### config.mk
export PLATFORM = sky130hd
export DESIGN_NAME = line_pixel_rasterizer_top
export DESIGN_NICKNAME = d
export VERILOG_FILES = /design/src/lpr_pkg.sv /design/src/line_pixel_rasterizer_top.sv /design/src/lpr_fifo.sv /design/src/lpr_front.sv /design/src/lpr_back.sv
export SDC_FILE = /design/constraint.sdc
export NUM_CORES = 1
export LEC_CHECK = 0
export ABC_AREA = 1
export BUFFER_PORTS_ARGS = -buffer_cell sky130_fd_sc_hd__buf_2
export CAP_MARGIN = 0
export CORE_AREA = 2 2 293 295
export DETAILED_ROUTE_END_ITERATION = 8
export DIE_AREA = 0 0 295 297
export SYNTH_ARGS = -nofsm -noshare
export SYNTH_HDL_FRONTEND = slang
export SYNTH_SLANG_ARGS = --single-unit
### constraint.sdc
create_clock -name clk -period 11.3 [get_ports clk]
set_input_delay 0 -clock clk [delete_from_list [all_inputs] [get_ports clk]]
set_output_delay 0 -clock clk [all_outputs]
set_load 0.05 [all_outputs]
### src/lpr_pkg.sv
// lpr_pkg: shared types, register indexes and defaults for the line pixel rasterizer
// no dependencies; imported by every module of the block except lpr_fifo
package lpr_pkg;

	localparam int CMD_DEPTH_DEF = 4;
	localparam int RES_DEPTH_DEF = 4;

	localparam int CFG_INDEX_W = 8;
	localparam int CFG_DATA_W  = 16;

	localparam logic [CFG_INDEX_W-1:0] REG_GRAPHICS_BASE = 8'd0;
	localparam logic [CFG_INDEX_W-1:0] REG_BYTES_PER_ROW = 8'd1;

	localparam logic [15:0] GRAPHICS_BASE_RST = 16'd0;
	localparam logic [7:0]  BYTES_PER_ROW_RST = 8'd30;

	localparam logic REQ_BEGIN   = 1'b0;
	localparam logic REQ_ADVANCE = 1'b1;

	typedef struct packed {
		logic       req_type;
		logic [7:0] col_a;
		logic [7:0] row_a;
		logic [7:0] col_b;
		logic [7:0] row_b;
		logic       draw_mode;
	} lpr_req_t;

	typedef struct packed {
		logic        pixel_valid;
		logic [15:0] byte_address;
		logic [2:0]  bit_index;
		logic        pixel_set;
		logic [7:0]  pixel_row;
		logic [7:0]  pixel_col;
		logic        last_pixel;
	} lpr_rsp_t;

	// classified item handed from the front to the back
	typedef struct packed {
		logic       is_begin;
		logic       step_rows;
		logic [7:0] step_lo;
		logic [7:0] step_hi;
		logic [7:0] other_start;
		logic       other_dir;
		logic [7:0] span;
		logic [7:0] other_delta;
		logic       mode;
	} lpr_cmd_t;

	// pixel leaving the stepper, before address generation
	typedef struct packed {
		logic       valid;
		logic [7:0] row;
		logic [7:0] col;
		logic       set;
		logic       last;
	} lpr_pix_t;

endpackage

### src/line_pixel_rasterizer_top.sv
// line_pixel_rasterizer_top: one request beat in, one pixel beat out
// path: request -> command queue -> stepper pixel register -> result queue
// throughput: one beat per cycle from the stepper, while the result queue has room
// reset: arst_n clears both queues and the line state; base reads 0, stride reads 30
// depends on lpr_pkg, lpr_fifo, lpr_front, lpr_back
module line_pixel_rasterizer_top #(
	parameter int CMD_DEPTH = lpr_pkg::CMD_DEPTH_DEF,
	parameter int RES_DEPTH = lpr_pkg::RES_DEPTH_DEF
) (
	input  logic                               clk,
	input  logic                               arst_n,
	input  logic                               push,
	output logic                               full,
	input  lpr_pkg::lpr_req_t                  req,
	output logic                               empty,
	input  logic                               pop,
	output lpr_pkg::lpr_rsp_t                  result,
	input  logic                               cfg_we,
	input  logic [lpr_pkg::CFG_INDEX_W-1:0]    cfg_index,
	input  logic [lpr_pkg::CFG_DATA_W-1:0]     cfg_data
);

	import lpr_pkg::*;

	localparam int CMD_CNT_W = $clog2(CMD_DEPTH+1);
	localparam int RES_CNT_W = $clog2(RES_DEPTH+1);

	logic [15:0] graphics_base_q;
	logic [7:0]  bytes_per_row_q;

	lpr_cmd_t             cmd_in;
	lpr_cmd_t             cmd_head;
	logic                 cmd_empty;
	logic                 cmd_pop;
	logic [CMD_CNT_W-1:0] cmd_count;
	logic                 in_beat;

	lpr_rsp_t             res_data;
	logic                 res_push;
	logic [RES_CNT_W-1:0] res_count;
	logic                 res_full;

	always_ff @(posedge clk or negedge arst_n) begin
		if (!arst_n) begin
			graphics_base_q <= GRAPHICS_BASE_RST;
			bytes_per_row_q <= BYTES_PER_ROW_RST;
		end else if (cfg_we) begin
			unique case (cfg_index)
				REG_GRAPHICS_BASE: graphics_base_q <= cfg_data[15:0];
				REG_BYTES_PER_ROW: bytes_per_row_q <= cfg_data[7:0];
				default: ;
			endcase
		end
	end

	assign in_beat = push && !full;

	lpr_front u_front (
		.req (req),
		.cmd (cmd_in)
	);

	lpr_fifo #(
		.DEPTH (CMD_DEPTH),
		.T     (lpr_cmd_t)
	) u_cmd_fifo (
		.clk     (clk),
		.arst_n  (arst_n),
		.wr_en   (in_beat),
		.wr_data (cmd_in),
		.rd_en   (cmd_pop),
		.rd_data (cmd_head),
		.empty   (cmd_empty),
		.full    (full),
		.count   (cmd_count)
	);

	lpr_back #(
		.RES_DEPTH (RES_DEPTH)
	) u_back (
		.clk           (clk),
		.arst_n        (arst_n),
		.cmd           (cmd_head),
		.cmd_empty     (cmd_empty),
		.cmd_pop       (cmd_pop),
		.res_count     (res_count),
		.res_push      (res_push),
		.res           (res_data),
		.graphics_base (graphics_base_q),
		.bytes_per_row (bytes_per_row_q)
	);

	lpr_fifo #(
		.DEPTH (RES_DEPTH),
		.T     (lpr_rsp_t)
	) u_res_fifo (
		.clk     (clk),
		.arst_n  (arst_n),
		.wr_en   (res_push),
		.wr_data (res_data),
		.rd_en   (pop && !empty),
		.rd_data (result),
		.empty   (empty),
		.full    (res_full),
		.count   (res_count)
	);

	a_res_no_overflow: assert property (@(posedge clk) disable iff (!arst_n)
		res_push |-> (!res_full || (pop && !empty)))
		else $error("result queue overflow");

	a_cmd_count_full: assert property (@(posedge clk) disable iff (!arst_n)
		full |-> (cmd_count == CMD_CNT_W'(CMD_DEPTH)))
		else $error("command queue count disagrees with full");

	a_idle_issue: assert property (@(posedge clk) disable iff (!arst_n)
		(!cmd_empty && !res_push && (res_count == '0)) |=> res_push)
		else $error("stepper stalled with room in result queue");

	a_invalid_zero: assert property (@(posedge clk) disable iff (!arst_n)
		(!empty && !result.pixel_valid) |-> ((result.byte_address == '0) && !result.last_pixel))
		else $error("invalid result beat carries nonzero fields");

endmodule

### src/lpr_fifo.sv
// lpr_fifo: small synchronous queue with occupancy count
// depends on nothing; depth must be a power of two
module lpr_fifo #(
	parameter int DEPTH = 4,
	parameter type T = logic
) (
	input  logic                       clk,
	input  logic                       arst_n,
	input  logic                       wr_en,
	input  T                           wr_data,
	input  logic                       rd_en,
	output T                           rd_data,
	output logic                       empty,
	output logic                       full,
	output logic [$clog2(DEPTH+1)-1:0] count
);

	localparam int PTR_W = $clog2(DEPTH);
	localparam int CNT_W = $clog2(DEPTH+1);

	T                 mem_q [DEPTH];
	logic [PTR_W-1:0] wr_ptr_q;
	logic [PTR_W-1:0] rd_ptr_q;
	logic [CNT_W-1:0] count_q;

	assign empty   = (count_q == '0);
	assign full    = (count_q == CNT_W'(DEPTH));
	assign count   = count_q;
	assign rd_data = mem_q[rd_ptr_q];

	always_ff @(posedge clk) begin
		if (wr_en) begin
			mem_q[wr_ptr_q] <= wr_data;
		end
	end

	always_ff @(posedge clk or negedge arst_n) begin
		if (!arst_n) begin
			wr_ptr_q <= '0;
			rd_ptr_q <= '0;
			count_q  <= '0;
		end else begin
			if (wr_en) begin
				wr_ptr_q <= wr_ptr_q + PTR_W'(1);
			end
			if (rd_en) begin
				rd_ptr_q <= rd_ptr_q + PTR_W'(1);
			end
			if (wr_en && !rd_en) begin
				count_q <= count_q + CNT_W'(1);
			end else if (!wr_en && rd_en) begin
				count_q <= count_q - CNT_W'(1);
			end
		end
	end

endmodule

### src/lpr_front.sv
// lpr_front: combinational; turns each request beat into a command, classifying begin items into stepping commands
// depends on lpr_pkg
module lpr_front (
	input  lpr_pkg::lpr_req_t req,
	output lpr_pkg::lpr_cmd_t cmd
);

	import lpr_pkg::*;

	logic [7:0] rspan;
	logic [7:0] cspan;
	logic       rows;
	logic       a_low;
	logic [7:0] o_end;

	always_comb begin
		rspan = (req.row_a > req.row_b) ? (req.row_a - req.row_b) : (req.row_b - req.row_a);
		cspan = (req.col_a > req.col_b) ? (req.col_a - req.col_b) : (req.col_b - req.col_a);
		rows  = (cspan <= rspan);

		cmd.is_begin = (req.req_type == REQ_BEGIN);
		cmd.step_rows = rows;
		cmd.mode = req.draw_mode;
		if (rows) begin
			a_low           = (req.row_a <= req.row_b);
			cmd.step_lo     = a_low ? req.row_a : req.row_b;
			cmd.step_hi     = a_low ? req.row_b : req.row_a;
			cmd.other_start = a_low ? req.col_a : req.col_b;
			o_end           = a_low ? req.col_b : req.col_a;
			cmd.span        = rspan;
			cmd.other_delta = cspan;
		end else begin
			a_low           = (req.col_a <= req.col_b);
			cmd.step_lo     = a_low ? req.col_a : req.col_b;
			cmd.step_hi     = a_low ? req.col_b : req.col_a;
			cmd.other_start = a_low ? req.row_a : req.row_b;
			o_end           = a_low ? req.row_b : req.row_a;
			cmd.span        = cspan;
			cmd.other_delta = rspan;
		end
		cmd.other_dir = (o_end < cmd.other_start);
	end

endmodule

### src/lpr_back.sv
// lpr_back: line stepper with error accumulator and byte address generation
// depends on lpr_pkg; issues only when the result queue has room
module lpr_back #(
	parameter int RES_DEPTH = lpr_pkg::RES_DEPTH_DEF
) (
	input  logic                           clk,
	input  logic                           arst_n,
	input  lpr_pkg::lpr_cmd_t              cmd,
	input  logic                           cmd_empty,
	output logic                           cmd_pop,
	input  logic [$clog2(RES_DEPTH+1)-1:0] res_count,
	output logic                           res_push,
	output lpr_pkg::lpr_rsp_t              res,
	input  logic [15:0]                    graphics_base,
	input  logic [7:0]                     bytes_per_row
);

	import lpr_pkg::*;

	localparam int CNT_W = $clog2(RES_DEPTH+1);

	logic       active_q;
	logic       step_rows_q;
	logic [7:0] step_pos_q;
	logic [7:0] step_end_q;
	logic [7:0] other_pos_q;
	logic       other_dir_q;
	logic [7:0] span_q;
	logic [7:0] delta_q;
	logic [7:0] err_q;
	logic       mode_q;

	logic       active_n;
	logic       step_rows_n;
	logic [7:0] step_pos_n;
	logic [7:0] step_end_n;
	logic [7:0] other_pos_n;
	logic       other_dir_n;
	logic [7:0] span_n;
	logic [7:0] delta_n;
	logic [7:0] err_n;
	logic       mode_n;

	logic [8:0] err_sum;
	logic [CNT_W:0] occupancy;
	lpr_pix_t   pix;

	logic       v_s1;
	lpr_pix_t   pix_s1;

	logic [15:0] row_offset;

	assign occupancy = {1'b0, res_count} + (CNT_W+1)'(v_s1);
	assign cmd_pop   = !cmd_empty && (occupancy < (CNT_W+1)'(RES_DEPTH));

	always_comb begin
		active_n    = active_q;
		step_rows_n = step_rows_q;
		step_pos_n  = step_pos_q;
		step_end_n  = step_end_q;
		other_pos_n = other_pos_q;
		other_dir_n = other_dir_q;
		span_n      = span_q;
		delta_n     = delta_q;
		err_n       = err_q;
		mode_n      = mode_q;
		err_sum     = {1'b0, err_q} + {1'b0, delta_q};
		pix         = '0;

		if (cmd.is_begin) begin
			step_rows_n = cmd.step_rows;
			step_pos_n  = cmd.step_lo;
			step_end_n  = cmd.step_hi;
			other_pos_n = cmd.other_start;
			other_dir_n = cmd.other_dir;
			span_n      = cmd.span;
			delta_n     = cmd.other_delta;
			err_n       = '0;
			mode_n      = cmd.mode;
			active_n    = (cmd.span != '0);
			pix.valid   = 1'b1;
			pix.last    = (cmd.span == '0);
		end else if (active_q) begin
			step_pos_n = step_pos_q + 8'd1;
			if (!other_dir_q) begin
				if (err_sum >= {1'b0, span_q}) begin
					err_n       = 8'(err_sum - {1'b0, span_q});
					other_pos_n = other_pos_q + 8'd1;
				end else begin
					err_n = err_sum[7:0];
				end
			end else begin
				if (err_q < delta_q) begin
					err_n       = err_q + span_q - delta_q;
					other_pos_n = other_pos_q - 8'd1;
				end else begin
					err_n = err_q - delta_q;
				end
			end
			pix.valid = 1'b1;
			pix.last  = (step_pos_n == step_end_q);
			active_n  = !pix.last;
		end

		if (pix.valid) begin
			pix.row = step_rows_n ? step_pos_n : other_pos_n;
			pix.col = step_rows_n ? other_pos_n : step_pos_n;
			pix.set = mode_n;
		end
	end

	always_ff @(posedge clk or negedge arst_n) begin
		if (!arst_n) begin
			active_q    <= 1'b0;
			step_rows_q <= 1'b0;
			step_pos_q  <= '0;
			step_end_q  <= '0;
			other_pos_q <= '0;
			other_dir_q <= 1'b0;
			span_q      <= '0;
			delta_q     <= '0;
			err_q       <= '0;
			mode_q      <= 1'b0;
			v_s1        <= 1'b0;
		end else begin
			v_s1 <= cmd_pop;
			if (cmd_pop) begin
				active_q    <= active_n;
				step_rows_q <= step_rows_n;
				step_pos_q  <= step_pos_n;
				step_end_q  <= step_end_n;
				other_pos_q <= other_pos_n;
				other_dir_q <= other_dir_n;
				span_q      <= span_n;
				delta_q     <= delta_n;
				err_q       <= err_n;
				mode_q      <= mode_n;
			end
		end
	end

	always_ff @(posedge clk) begin
		if (cmd_pop) begin
			pix_s1 <= pix;
		end
	end

	// address: row * stride + col / 8 + base, wrapping at 16 bits
	assign row_offset = {8'd0, pix_s1.row} * {8'd0, bytes_per_row};
	assign res_push   = v_s1;

	always_comb begin
		res = '0;
		if (pix_s1.valid) begin
			res.pixel_valid  = 1'b1;
			res.byte_address = row_offset + {11'd0, pix_s1.col[7:3]} + graphics_base;
			res.bit_index    = ~pix_s1.col[2:0];
			res.pixel_set    = pix_s1.set;
			res.pixel_row    = pix_s1.row;
			res.pixel_col    = pix_s1.col;
			res.last_pixel   = pix_s1.last;
		end
	end

endmodule
; ---- Yosys cells after proc, flatten, opt, wreduce, memory -nomap -nowiden
; Memories as Yosys holds them, arrays and structs flattened.
; Index checks and enable logic that the tools add are counted.
[word_totals]
ff_bits = 110
ramBits = 328
inputBits = 63
mem_count = 2
[classes]
n_addsub = 23
multipliers = 1
n_lt_le_gt_ge = 9
n_eq_ne = 3
muxes = 44
n_bitwise = 2
n_reduce_logical = 27
[mem_list]
columns = memory, words, word_bits, rd, rd_ports_with_merged_regs, write_ports, line_no
row1 = u_cmd_fifo.mem_q, 4, 44, 1, 0, 1, lpr_fifo.sv:21  ; T mem_q [DEPTH];
row2 = u_res_fifo.mem_q, 4, 38, 1, 0, 1, lpr_fifo.sv:21
[op_table]
columns = cell, count
row1 = 8-bit 2-to-1 mux, 25
row2 = 8-bit subtractor, 7
row3 = 38-bit 2-to-1 mux, 1
row4 = 8-bit less-or-equal comparator, 3
row5 = 24-bit 2-to-1 mux, 1
row6 = 16-bit adder, 1
row7 = 16-bit by 5-bit adder with 16-bit output, 1
row8 = 8-bit by 1-bit adder with 8-bit output (second input constant), 2
row9 = 8-bit greater-than comparator, 2
row10 = 8-bit logical NOT, 2
row11 = 8-bit < comparator, 2
row12 = 8-bit by 8-bit multiplier with 16-bit output, 1
row13 = 16-bit 2-to-1 mux, 1
row14 = 1-bit 2-to-1 mux, 12
row15 = 3-bit 2-to-1 mux, 4
row16 = 8-bit by 8-bit adder with 9-bit output, 1
row17 = 9-bit by 8-bit greater-or-equal comparator with 1-bit output, 1
row18 = 2-bit by 1-bit adder with 2-bit output (second input constant), 4
row19 = 8-bit adder, 1
row20 = 8-bit by 1-bit equality test with 1-bit output (second input constant), 1
row21 = 8-bit equality test, 1
row22 = 1-bit logical NOT, 8
row23 = 2-bit AND reduction, 4
row24 = 8-bit nonzero test, 1
row25 = 11 further kinds, 22

; ---- Depth between registers and ports, before layout
; Gate-level depths: netlist of the first run.
[depth]
depth_word = 7
mapped_depth = 33
mapped_depth_nobuf = 32

; ---- Hierarchy
; Synthesis of the first run repeated with hierarchy kept, for this count alone.
[unflattened]
cells_unflattened = 2883
hier_area_um2 = 26828.2
[by_module_without_submodules]
columns = module, instances, cells_each, area_per_inst_um2, seq_area_each_um2
row1 = lpr_back, 1, 1168, 8672.1, 1896.8
row2 = lpr_fifo (u_cmd_fifo), 1, 561, 7482.2, 5460.2
row3 = lpr_fifo (u_res_fifo), 1, 491, 6595.1, 4739.5
row4 = lpr_front, 1, 537, 3016.6, 0.0
row5 = line_pixel_rasterizer_top, 1, 126, 1062.3, 605.6

; ---- Worst setup path after synthesis of the first run
; No wires, ideal clock.
[synth_path]
path_kind = flip-flop to flip-flop
startpoint = register bytes_per_row_q[4]
endpoint = memory u_res_fifo.mem_q[0][34] in the netlist's numbering (data pin)
setup_ns = 0.276
t_arrival_ns = 4.523
setup_slack_ns = 6.502
stages_incl_launch_ff = 19
path_cell_list = dfstp_2 -> clkbuf_1 -> nand2_1 -> fa_1 -> inv_1 -> fa_1 -> fa_1 -> inv_1 -> fa_1 -> inv_1 -> ha_1 -> ha_1 -> a21oi_1 -> o21ai_0 -> a21oi_1 -> o21a_1 -> o21ai_0 -> o21ai_0 -> a21oi_1
[synth_lines]
columns = item, line_no
row1 = "start, declared", line_pixel_rasterizer_top.sv:29  ; logic [7:0] bytes_per_row_q;
row2 = "start signal, assigned", line_pixel_rasterizer_top.sv:50  ; REG_BYTES_PER_ROW: bytes_per_row_q <= cfg_data[7:0];
row3 = "end, declared", lpr_fifo.sv:21

==> results of run 1 <==
[flip-flops by register name, indices dropped and copies added, names as in the netlist, 2 cells and up]
signal,count
u_cmd_fifo.mem_q,176
u_res_fifo.mem_q,152
u_back.pix_s1,19
graphics_base_q,16
bytes_per_row_q,8
u_back.delta_q,8
u_back.err_q,8
u_back.other_pos_q,8
u_back.span_q,8
u_back.step_end_q,8
u_back.step_pos_q,8
u_cmd_fifo.count,3
u_res_fifo.count,3
u_cmd_fifo.rd_ptr_q,2
u_cmd_fifo.wr_ptr_q,2
u_res_fifo.rd_ptr_q,2
u_res_fifo.wr_ptr_q,2
[per-stage QoR]
step,hold slack [ps],util (%),cells
2_1_floorplan,-296,-,2670
3_3_place_gp,-35.9,31.7,3814
3_5_place_dp,-31.9,31.7,3814
4_1_cts,3.25,34.0,3935
5_1_grt,22.1,34.0,3935
6_report,39.4,34.0,3935
[Yosys cell counts (16+ instances only)]
library cell / number / area [µm²]
nand2_1: 415 / 1560
ha_1: 140 / 1750
xnor2_1: 18 / 158
buf_2: 32 / 160
nor2_1: 281 / 1050
nand4_1: 19 / 119
nand3_1: 72 / 360
o21ai_0: 319 / 1600
inv_1: 377 / 1420
a31oi_1: 16 / 100
fa_1: 68 / 1360
a21oi_1: 158 / 791
o22ai_1: 64 / 400
dfrtp_1: 87 / 2180
clkbuf_1: 82 / 308
xor2_1: 49 / 429
edfxtp_1: 347 / 10400
[power by group]
part / internal (mW) / switching (mW)
registers: 2.53 / 0.280
logic: 1.32 / 3.12
clock network: 0.953 / 0.619
total: 4.80 / 4.01
[critical path, delay by kind of cell]
kind | cells | cell delay [ps]
simple gates | 12 | 1290
fa+ha+maj | 3 | 1090
compound gates | 5 | 1300
buf+inv | 8 | 1670
xor+xnor | 1 | 240
[kinds of logic (layout without fill, tap and decap cells)]
group,count (synthesis),after routing,synth area share (%)
and+or+nand+nor,808,808,12.9
AOI/OAI and AO/OA,630,630,13.8
buffers and inverters,513,634,8.07
DFF,438,438,50.4
adders and majority gates,208,208,12.3
xor gates and xnor gates,67,67,2.33
muxes,6,6,0.248
[layout make-up]
type                       count  area, µm²  share of cell area (%)
clock buffer                  60       1270                    4.41
clock inverter                25        313                    1.09
inverter                     388       1460                    5.07
multi-input combinational   1719      10500                    36.6
sequential                   438      12700                    44.2
tap                         1144       1430                    4.98
timing repair buffer         161       1060                    3.67
[worst paths after layout]
kind,startpoint,endpoint,slack [ps]
worst max-delay path,req[12],u_cmd_fifo.mem_q[3][17],6020
worst min-delay path,req[29],u_cmd_fifo.mem_q[3][38],40
worst max register to register,bytes_per_row_q[1],u_res_fifo.mem_q[2][33],6350
worst min register to register,graphics_base_q[4],graphics_base_q[4],490
max in group asynchronous,arst_n,u_cmd_fifo.rd_ptr_q[0],9790
min in group asynchronous,arst_n,graphics_base_q[13],530
[cells in the final DEF, fill, tap and decap left out, types with 15 or more instances in the layout]
cell	synthesis	layout
nor2_1	281	276
o21ai_1	15	15
nand3_1	72	72
ha_1	140	140
clkbuf_16	0	49
buf_2	32	101
o22ai_1	64	64
edfxtp_1	347	347
dlygate4sd3_1	0	35
o21ai_0	319	319
nand2_1	415	414
xor2_1	49	49
xnor2_1	18	18
buf_4	4	24
dfrtp_1	87	85
inv_1	377	375
a31oi_1	16	16
nand4_1	19	19
fa_1	68	68
a21oi_1	158	158
[routing by layer]
layer  global-route usage (%)  up-vias  wire length, µm
met5                        0        -                0
li1                         -     9121                -
met2                     22.2      378            27800
met3                     2.08       66             2910
met1                     19.4     8762            29100
met4                     3.06        0             1030
==> impl_metrics.csv, run 1 <==
group,metric,value,unit
status,status,"finished, final reports clean",
worst_setup_path,critPathMaxFanout,60,
timing,rsz0062_at_grt,"no",
logic_synthesis,syn_inst,2670,
run,cap_violations,0,
timing,tightestPinTransition,1050,ps
drt,drt_first_pass_iters,5,
clock_network,cts_made_buffers,46,
logic_synthesis,synth_nets,2941,
timing,max_clock_freq,0.189,GHz
grt,grt_remaining_overflow,0,
logic_synthesis,synth_cell_type_count,57,
clock_network,cts_hold_buf,36,
logic_synthesis,synth_edf_count,347,
grt,globalRouteTotalUtil,13.8,%
die,start_util,29.9,%
place,placed_cell_area,0.0268,mm²
timing,post-route-period-util,46.7,%
worst_hold_path,hold_path_class,"input port to register",
timing,timing.final.crit_period,5280,ps
logic_synthesis,syn_area_per_cell,9.45,µm²
clock_network,root_buffer,"clkbuf_16",
layout,fin_nets,3025,
logic_synthesis,seq_area_frac_synth,50.4,%
worst_setup_path,critPathCaptureType,"register",
logic_synthesis,yosysWarnings,0,
timing,tns,0,ps
die,die_h,297,µm
die,core,0.0845,mm²
power_and_ir_drop,powerDensity,306,mW/mm²
layout,drive_gt1_share,8.42,%
logic_synthesis,synthFlopType,"edfxtp_1",
timing,setup_ws,6020,ps
layout,stdcell_area,0.0288,mm²
worst_setup_path,cp_data_required_time,11670,ps
die,dieArea,0.0876,mm²
die,die_w,295,µm
worst_setup_path,start_kind,"input port",
worst_setup_path,crit_path_max_incr_delay,580,ps
drt,drtAntennaViolNets,0,
place,io_buffers,102,
layout,nFillCells,8603,
grt,grt_first_pass_wirelength,96.2,mm
grt,grt_max_degree,83,
place,place_ws,6060,ps
worst_setup_path,critPathArrivalTime,5650,ps
place,gp_congestion,0.893,
die,placementRows,107,
worst_setup_path,cp_slowest_cell,"o31ai_1",
drt,wirelength,60.8,mm
clock_network,cts_resized,0,
power_and_ir_drop,power.total,8.81,mW
grt,antenna_found_initial,0,
timing,maxSlewHeadroom,29.5,%
layout,n_antenna_cell,0,
die,ios,103,
drt,initialDrtViolationCount,1422,
place,hpwl,41.3,mm
timing,drv_slew,0,
clock_network,h-tree-depth,2,
drt,num_vias,18327,
clock_network,cts.sinks,438,
clock_network,clk_latency,580,ps
drt,drcViolationCount,0,
logic_synthesis,ys_ff_latch,438,
clock_network,cts_tree,"yes",
worst_setup_path,path_common_cell,"nand2_1",
worst_setup_path,rr_worst_depth,18,
drt,via_per_inst,4.66,
power_and_ir_drop,leakage,12.3,nW
logic_synthesis,synthArstFlopShare,20.8,%
timing,setup_viol,0,
timing,hold_viol,0,
clock_network,post_cts_buffers,0,
drt,wl_per_cell,15.5,µm
worst_setup_path,worst-setup-path-type,"input port to register",
layout,area_growth_syn_to_layout,14.0,%
clock_network,path_clk_slew,60,ps
worst_hold_path,whs_path_depth,3,
power_and_ir_drop,irDropWorstVdd,0.148,mV
clock_network,clk_path_buf_depth,3,
timing,skew,27.6,ps
logic_synthesis,synthesis.area,0.0252,mm²
grt,grt_pass1_vias,17558,
No activity file was read; power rests on OpenSTA's default activity.
==> inputs of run 2 (changes only) <==
clock period = 4.6 ns   (was 11.3 ns; I/O delays follow)
==> run 2 against run 1 <==
  * Clock skew fell by 0.63 ps
  * Register-to-register slack got worse by 6200 ps
  * Combinational power rose to 2.6 times the previous value
  * Utilization rose by 1.2 points
  * Sequential share of layout area fell by 1.5 points
  * Count of clock-buffer cells in the layout fell by 3
  * Via count rose by 2.1%
  * Routed wire length rose by 1.3%
  * Worst hold slack got worse by 6.2 ps
  * First-iteration DRC count fell by 21%
  * Non-clock buffer count rose by 85
  * Largest power group unchanged
==> impl_metrics.csv, run 2 (same netlist as run 1, synthesis figures left out) <==
group,metric,value,unit
die,die_h,297,µm
layout,final_common_cell,"nand2_1",
layout,stdcell_area,0.0297,mm²
status,status,"finished, final reports clean",
grt,grt_remaining_overflow,0,
timing,drv_slew,0,
timing,timing.final.crit_period,4470,ps
worst_setup_path,worst-setup-path-type,"register to register",
timing,setup_viol,0,
layout,fin_nets,3111,
layout,area_growth_syn_to_layout,17.9,%
worst_setup_path,start_kind,"register",
clock_network,cts_made_buffers,47,
layout,n_antenna_cell,0,
timing,max_clock_freq,0.224,GHz
clock_network,h-tree-depth,2,
worst_setup_path,critPathCaptureType,"register",
clock_network,path_clk_slew,60,ps
grt,gr-usage-met3,1.79,%
timing,tightestPinTransition,1040,ps
place,io_buffers,102,
grt,use_met1,19.2,%
timing,rsz0062_at_grt,"yes",
layout,largest_register_ffs,176,
power_and_ir_drop,leakage,12.7,nW
timing,maxSlewHeadroom,30.2,%
drt,drcViolationCount,0,
worst_hold_path,hold_path_class,"input port to async pin",
layout,largest_register,"u_cmd_fifo.mem_q",
drt,initialDrtViolationCount,1124,
layout,utilization,35.2,%
die,dieArea,0.0876,mm²
grt,grt-busiest-layer,"met2",
drt,wirelength,61.6,mm
place,gp_congestion,0.863,
run,cap_violations,0,
grt,grt_max_degree,83,
place,placed_cell_area,0.0273,mm²
clock_network,cts.sinks,438,
drt,num_vias,18712,
drt,drtAntennaViolNets,0,
grt,antenna_found_initial,0,
die,ios,103,
power_and_ir_drop,irDropWorstVdd,0.381,mV
timing,hold_viol,0,
drt,wl_per_cell,15.3,µm
clock_network,clk_path_buf_depth,3,
layout,layout_common_cells,"401 x nand2_1, 367 x inv_1, 347 x edfxtp_1",
timing,skew,27.0,ps
worst_setup_path,critPathArrivalTime,4800,ps
timing,whs,33.2,ps
timing,post-route-period-util,97.2,%
layout,drive_gt1_share,13.5,%
grt,globalRouteTotalUtil,13.8,%
clock_network,cts_tree,"yes",
layout,reg.largest.list,"u_cmd_fifo.mem_q (176), u_res_fifo.mem_q (152), u_back.pix_s1 (19)",
power_and_ir_drop,power.total,22.0,mW
drt,drt_first_pass_iters,5,
die,placementRows,107,
die,core,0.0845,mm²
die,start_util,29.9,%
clock_network,clk_latency,590,ps
place,hpwl,42.1,mm
clock_network,root_buffer,"clkbuf_16",
die,die_w,295,µm
worst_setup_path,cp_data_required_time,4930,ps
worst_setup_path,critPathMaxFanout,5,
drt,via_per_inst,4.66,
grt,use_met2,22.7,%
power_and_ir_drop,powerDensity,741,mW/mm²
grt,grt_first_pass_wirelength,96.9,mm
grt,grt_pass1_vias,17887,
worst_setup_path,reg2reg_slack,130,ps
layout,nFillCells,8528,
[run 2: power by group]
| group | internal, mW | switching [mW] |
|---|---|---|
| combinational | 3.73 | 7.93 |
| clock | 2.01 | 1.55 |
| sequential | 6.21 | 0.595 |
| total | 12.0 | 10.1 |
[run 2: area by class of cell]
| cell class | instances | area, µm² | share of cell area [%] |
|---|---|---|---|
| Multi-Input combinational cell | 1719 | 11000 | 36.8 |
| Inverter | 388 | 1460 | 4.90 |
| Tap cell | 1144 | 1430 | 4.81 |
| Timing Repair Buffer | 246 | 1740 | 5.84 |
| Sequential cell | 438 | 12700 | 42.7 |
| Clock buffer | 57 | 1210 | 4.08 |
| Clock inverter | 27 | 238 | 0.799 |
[run 2: layer usage]
| metal | wire length, µm | up-vias |
|---|---|---|
| li1 | - | 9302 |
| met1 | 28800 | 8886 |
| met2 | 28700 | 432 |
| met3 | 2960 | 92 |
| met4 | 1200 | 0 |
| met5 | 0 | - |
[run 2: path summary, 6_finish.rpt]
| check | cells past startpoint | end | from |
|---|---|---|---|
| max in group asynchronous | 3 | u_cmd_fifo.rd_ptr_q[0] | arst_n |
| hold reg to reg | 2 | graphics_base_q[6] | graphics_base_q[6] |
| setup reg to reg | 17 | u_res_fifo.mem_q[1][34] | bytes_per_row_q[2] |
| setup / recovery | 17 | u_res_fifo.mem_q[1][34] | bytes_per_row_q[2] |
| min in group clk | 3 | u_cmd_fifo.mem_q[0][41] | req[24] |
| hold / removal | 2 | graphics_base_q[11] | arst_n |
[run 2: critical path: stages, from the launching register on]
cell and delay (ps):
dfstp_2 580, nand2_2 80, fa_1 570, inv_2 50, fa_1 470, fa_1 530
inv_2 40, fa_1 510, inv_2 50, ha_4 260, ha_4 210, a21oi_4 160
o21ai_2 70, a21oi_2 120, o21a_1 210, o21ai_2 100, o21ai_1 150, a21oi_2 70
[run 2: timing repair]
action / in CTS / in global routing
hold buffers: 42 / 0
endpoints found under the hold margin: 146 / 0
pin swaps: 6 / 43
resized for setup: 14 / 78
buffers inserted: 1 / 14
setup endpoints to repair: 28 / 52
gates cloned: 0 / 1
[run 2: through the flow]
step / setup WS [ps] / instances / setup TNS, ps
after detailed placement: -74.1 / 3878 / -1150
after floorplan: 6.95 / 2670 / 0
after global routing: -31.5 / 4019 / -243
after global placement: -53.7 / 3878 / -494
final: 127 / 4019 / 0
after CTS: 4.62 / 4005 / 0
==> inputs of run 3 (changes only) <==
RECOVER_POWER = 25   (was not set)
clock period = 5.7 ns   (was 4.6 ns; I/O delays follow)
==> run 3 against run 2 <==
  * The run now ends with capacitance limit, slew limit left
  * Worst hold slack barely moved
  * Clock skew shrank 4.8 ps
  * Cell area decreased by 2.9%
  * Critical path type unchanged
  * Largest power group unchanged
==> impl_metrics.csv, run 3 (same netlist as run 1, synthesis figures left out) <==
group,metric,value,unit
clock_network,cts_hold_buf,43,
die,die_h,297,µm
clock_network,cts_tree,"yes",
place,gp_congestion,0.913,
power_and_ir_drop,combPwrFrac,50.6,%
power_and_ir_drop,p_int,9.61,mW
die,placementRows,107,
layout,layout_common_cells,"414 x nand2_1, 375 x inv_1, 347 x edfxtp_1",
grt,grt_first_pass_wirelength,96.9,mm
power_and_ir_drop,seqPwrFrac,31.6,%
timing,setup_viol,0,
timing,tightestPinTransition,3300,ps
clock_network,clk_path_buf_depth,3,
worst_setup_path,r2r_start,"bytes_per_row_q[1]",
clock_network,cts_resized,0,
place,placed_cell_area,0.0269,mm²
die,core,0.0845,mm²
timing,rsz0062_at_grt,"no",
grt,grt_pass1_vias,17780,
worst_setup_path,worst-setup-path-type,"register to register",
power_and_ir_drop,irDropWorstVdd,0.362,mV
layout,largest_register,"u_cmd_fifo.mem_q",
power_and_ir_drop,switching_share,45.4,%
timing,max_clock_freq,0.200,GHz
worst_hold_path,holdCritStartpoint,"req[6]",
place,io_buffers,102,
clock_network,h-tree-depth,2,
drt,wirelength,60.9,mm
drt,drcViolationCount,0,
layout,final_common_cell,"nand2_1",
clock_network,cts.sinks,438,
power_and_ir_drop,powerDensity,610,mW/mm²
drt,drt_first_pass_iters,5,
timing,hold_viol,0,
grt,globalRouteTotalUtil,13.8,%
power_and_ir_drop,power.total,17.6,mW
timing,tns,0,ps
status,violations,"capacitance limit, slew limit",
timing,skew,22.1,ps
die,ios,103,
layout,fin_nets,3038,
clock_network,path_clk_slew,60,ps
layout,drive_gt1_share,8.31,%
worst_hold_path,hold_path_class,"input port to register",
timing,setup_ws,708,ps
grt,grt_remaining_overflow,0,
status,status,"complete, but fails checks",
worst_setup_path,start_kind,"register",
worst_setup_path,cp_data_required_time,6080,ps
worst_setup_path,crit_path_start,"bytes_per_row_q[1]",
drt,wl_per_cell,15.4,µm
drt,num_vias,18562,
drt,initialDrtViolationCount,1347,
run,cap_violations,5,
timing,maxSlewHeadroom,-120,%
clock_network,clk_latency,580,ps
drt,drtAntennaViolNets,0,
power_and_ir_drop,leakage,12.4,nW
worst_setup_path,critPathCaptureType,"register",
die,start_util,29.9,%
drt,via_per_inst,4.70,
clock_network,cts_made_buffers,47,
layout,area_growth_syn_to_layout,14.5,%
grt,grt_max_degree,91,
power_and_ir_drop,clockPowerShare,17.9,%
grt,antenna_found_initial,2,
die,die_w,295,µm
clock_network,post_cts_buffers,0,
power_and_ir_drop,power.switching,8.00,mW
worst_setup_path,critPathMaxFanout,9,
place,hpwl,41.7,mm
clock_network,root_buffer,"clkbuf_16",
layout,stdcell_area,0.0289,mm²
layout,reg.largest.list,"u_cmd_fifo.mem_q (176), u_res_fifo.mem_q (152), u_back.pix_s1 (19)",
timing,post-route-period-util,87.6,%
place,place_ws,745,ps
timing,drv_slew,208,
layout,multi_input_area,0.0105,mm²
layout,largest_register_ffs,176,
layout,nFillCells,8538,
worst_setup_path,critPathArrivalTime,5370,ps
timing,timing.final.crit_period,4990,ps
die,dieArea,0.0876,mm²
layout,seq_area,0.0127,mm²
run 3: metal layers:
metal	GRT usage [%]	routed length, µm	vias to the layer above	share of wire (%)
met4	3.94	1460	0	2.4
met2	22.1	27600	448	45
li1	-	-	9158	-
met5	0	0	-	0
met1	19.3	28800	8866	47
met3	2.05	3070	90	5.0
run 3: final timing paths:
path / end / slack [ps] / depth (start not counted)
max in group asynchronous: u_cmd_fifo.rd_ptr_q[0] / 1530 / 4
min in group asynchronous: bytes_per_row_q[2] / 780 / 3
hold reg to reg: u_back.span_q[2] / 490 / 2
setup reg to reg: u_res_fifo.mem_q[2][33] / 710 / 18
setup / recovery: u_res_fifo.mem_q[2][33] / 710 / 18
hold / removal: u_cmd_fifo.mem_q[1][31] / 30 / 3
run 3: metrics by stage:
stage,std cells,utilization (%),hold WS [ps]
after floorplan,2670,-,-296
after global placement,3819,31.8,12.1
after detailed placement,3819,31.8,12.2
after CTS,3949,34.2,10.9
after global routing,3951,34.2,47.3
final,3951,34.2,32.7
run 3: power groups by stage:
| stage | sequential (mW) | combinational (mW) | clock, mW |
|---|---|---|---|
| finish | 5.56 | 8.90 | 3.14 |
| global route | 5.66 | 10.0 | 3.34 |
| CTS | 5.54 | 8.96 | 3.23 |
| detailed placement | 5.60 | 8.86 | 0 |
| global placement | 5.59 | 8.79 | 0 |
| floorplan | 5.36 | 6.62 | 0 |
run 3: area by class of cell:
type,count,area share (%)
flip-flops and latches,438,44.0
inverters,388,5.05
repair buffers,173,3.93
diodes,2,0.0173
multi-input cells,1719,36.5
well taps,1144,4.96
clock inverters,21,0.936
clock buffers,66,4.65
run 3: worst max-delay path, cell delays in order, from the launching register on:
cell     delay, ps
dfstp_2        620
nand2_1        100
fa_1           530
inv_1           50
fa_1           520
inv_1           50
fa_1           460
fa_1           540
inv_1           40
ha_1           290
ha_1           380
nand2_1        110
o21ai_0        160
a21oi_1         90
o21ai_0        270
nand3_1        110
nand2_1         90
o21ai_0         80
a21oi_1        310
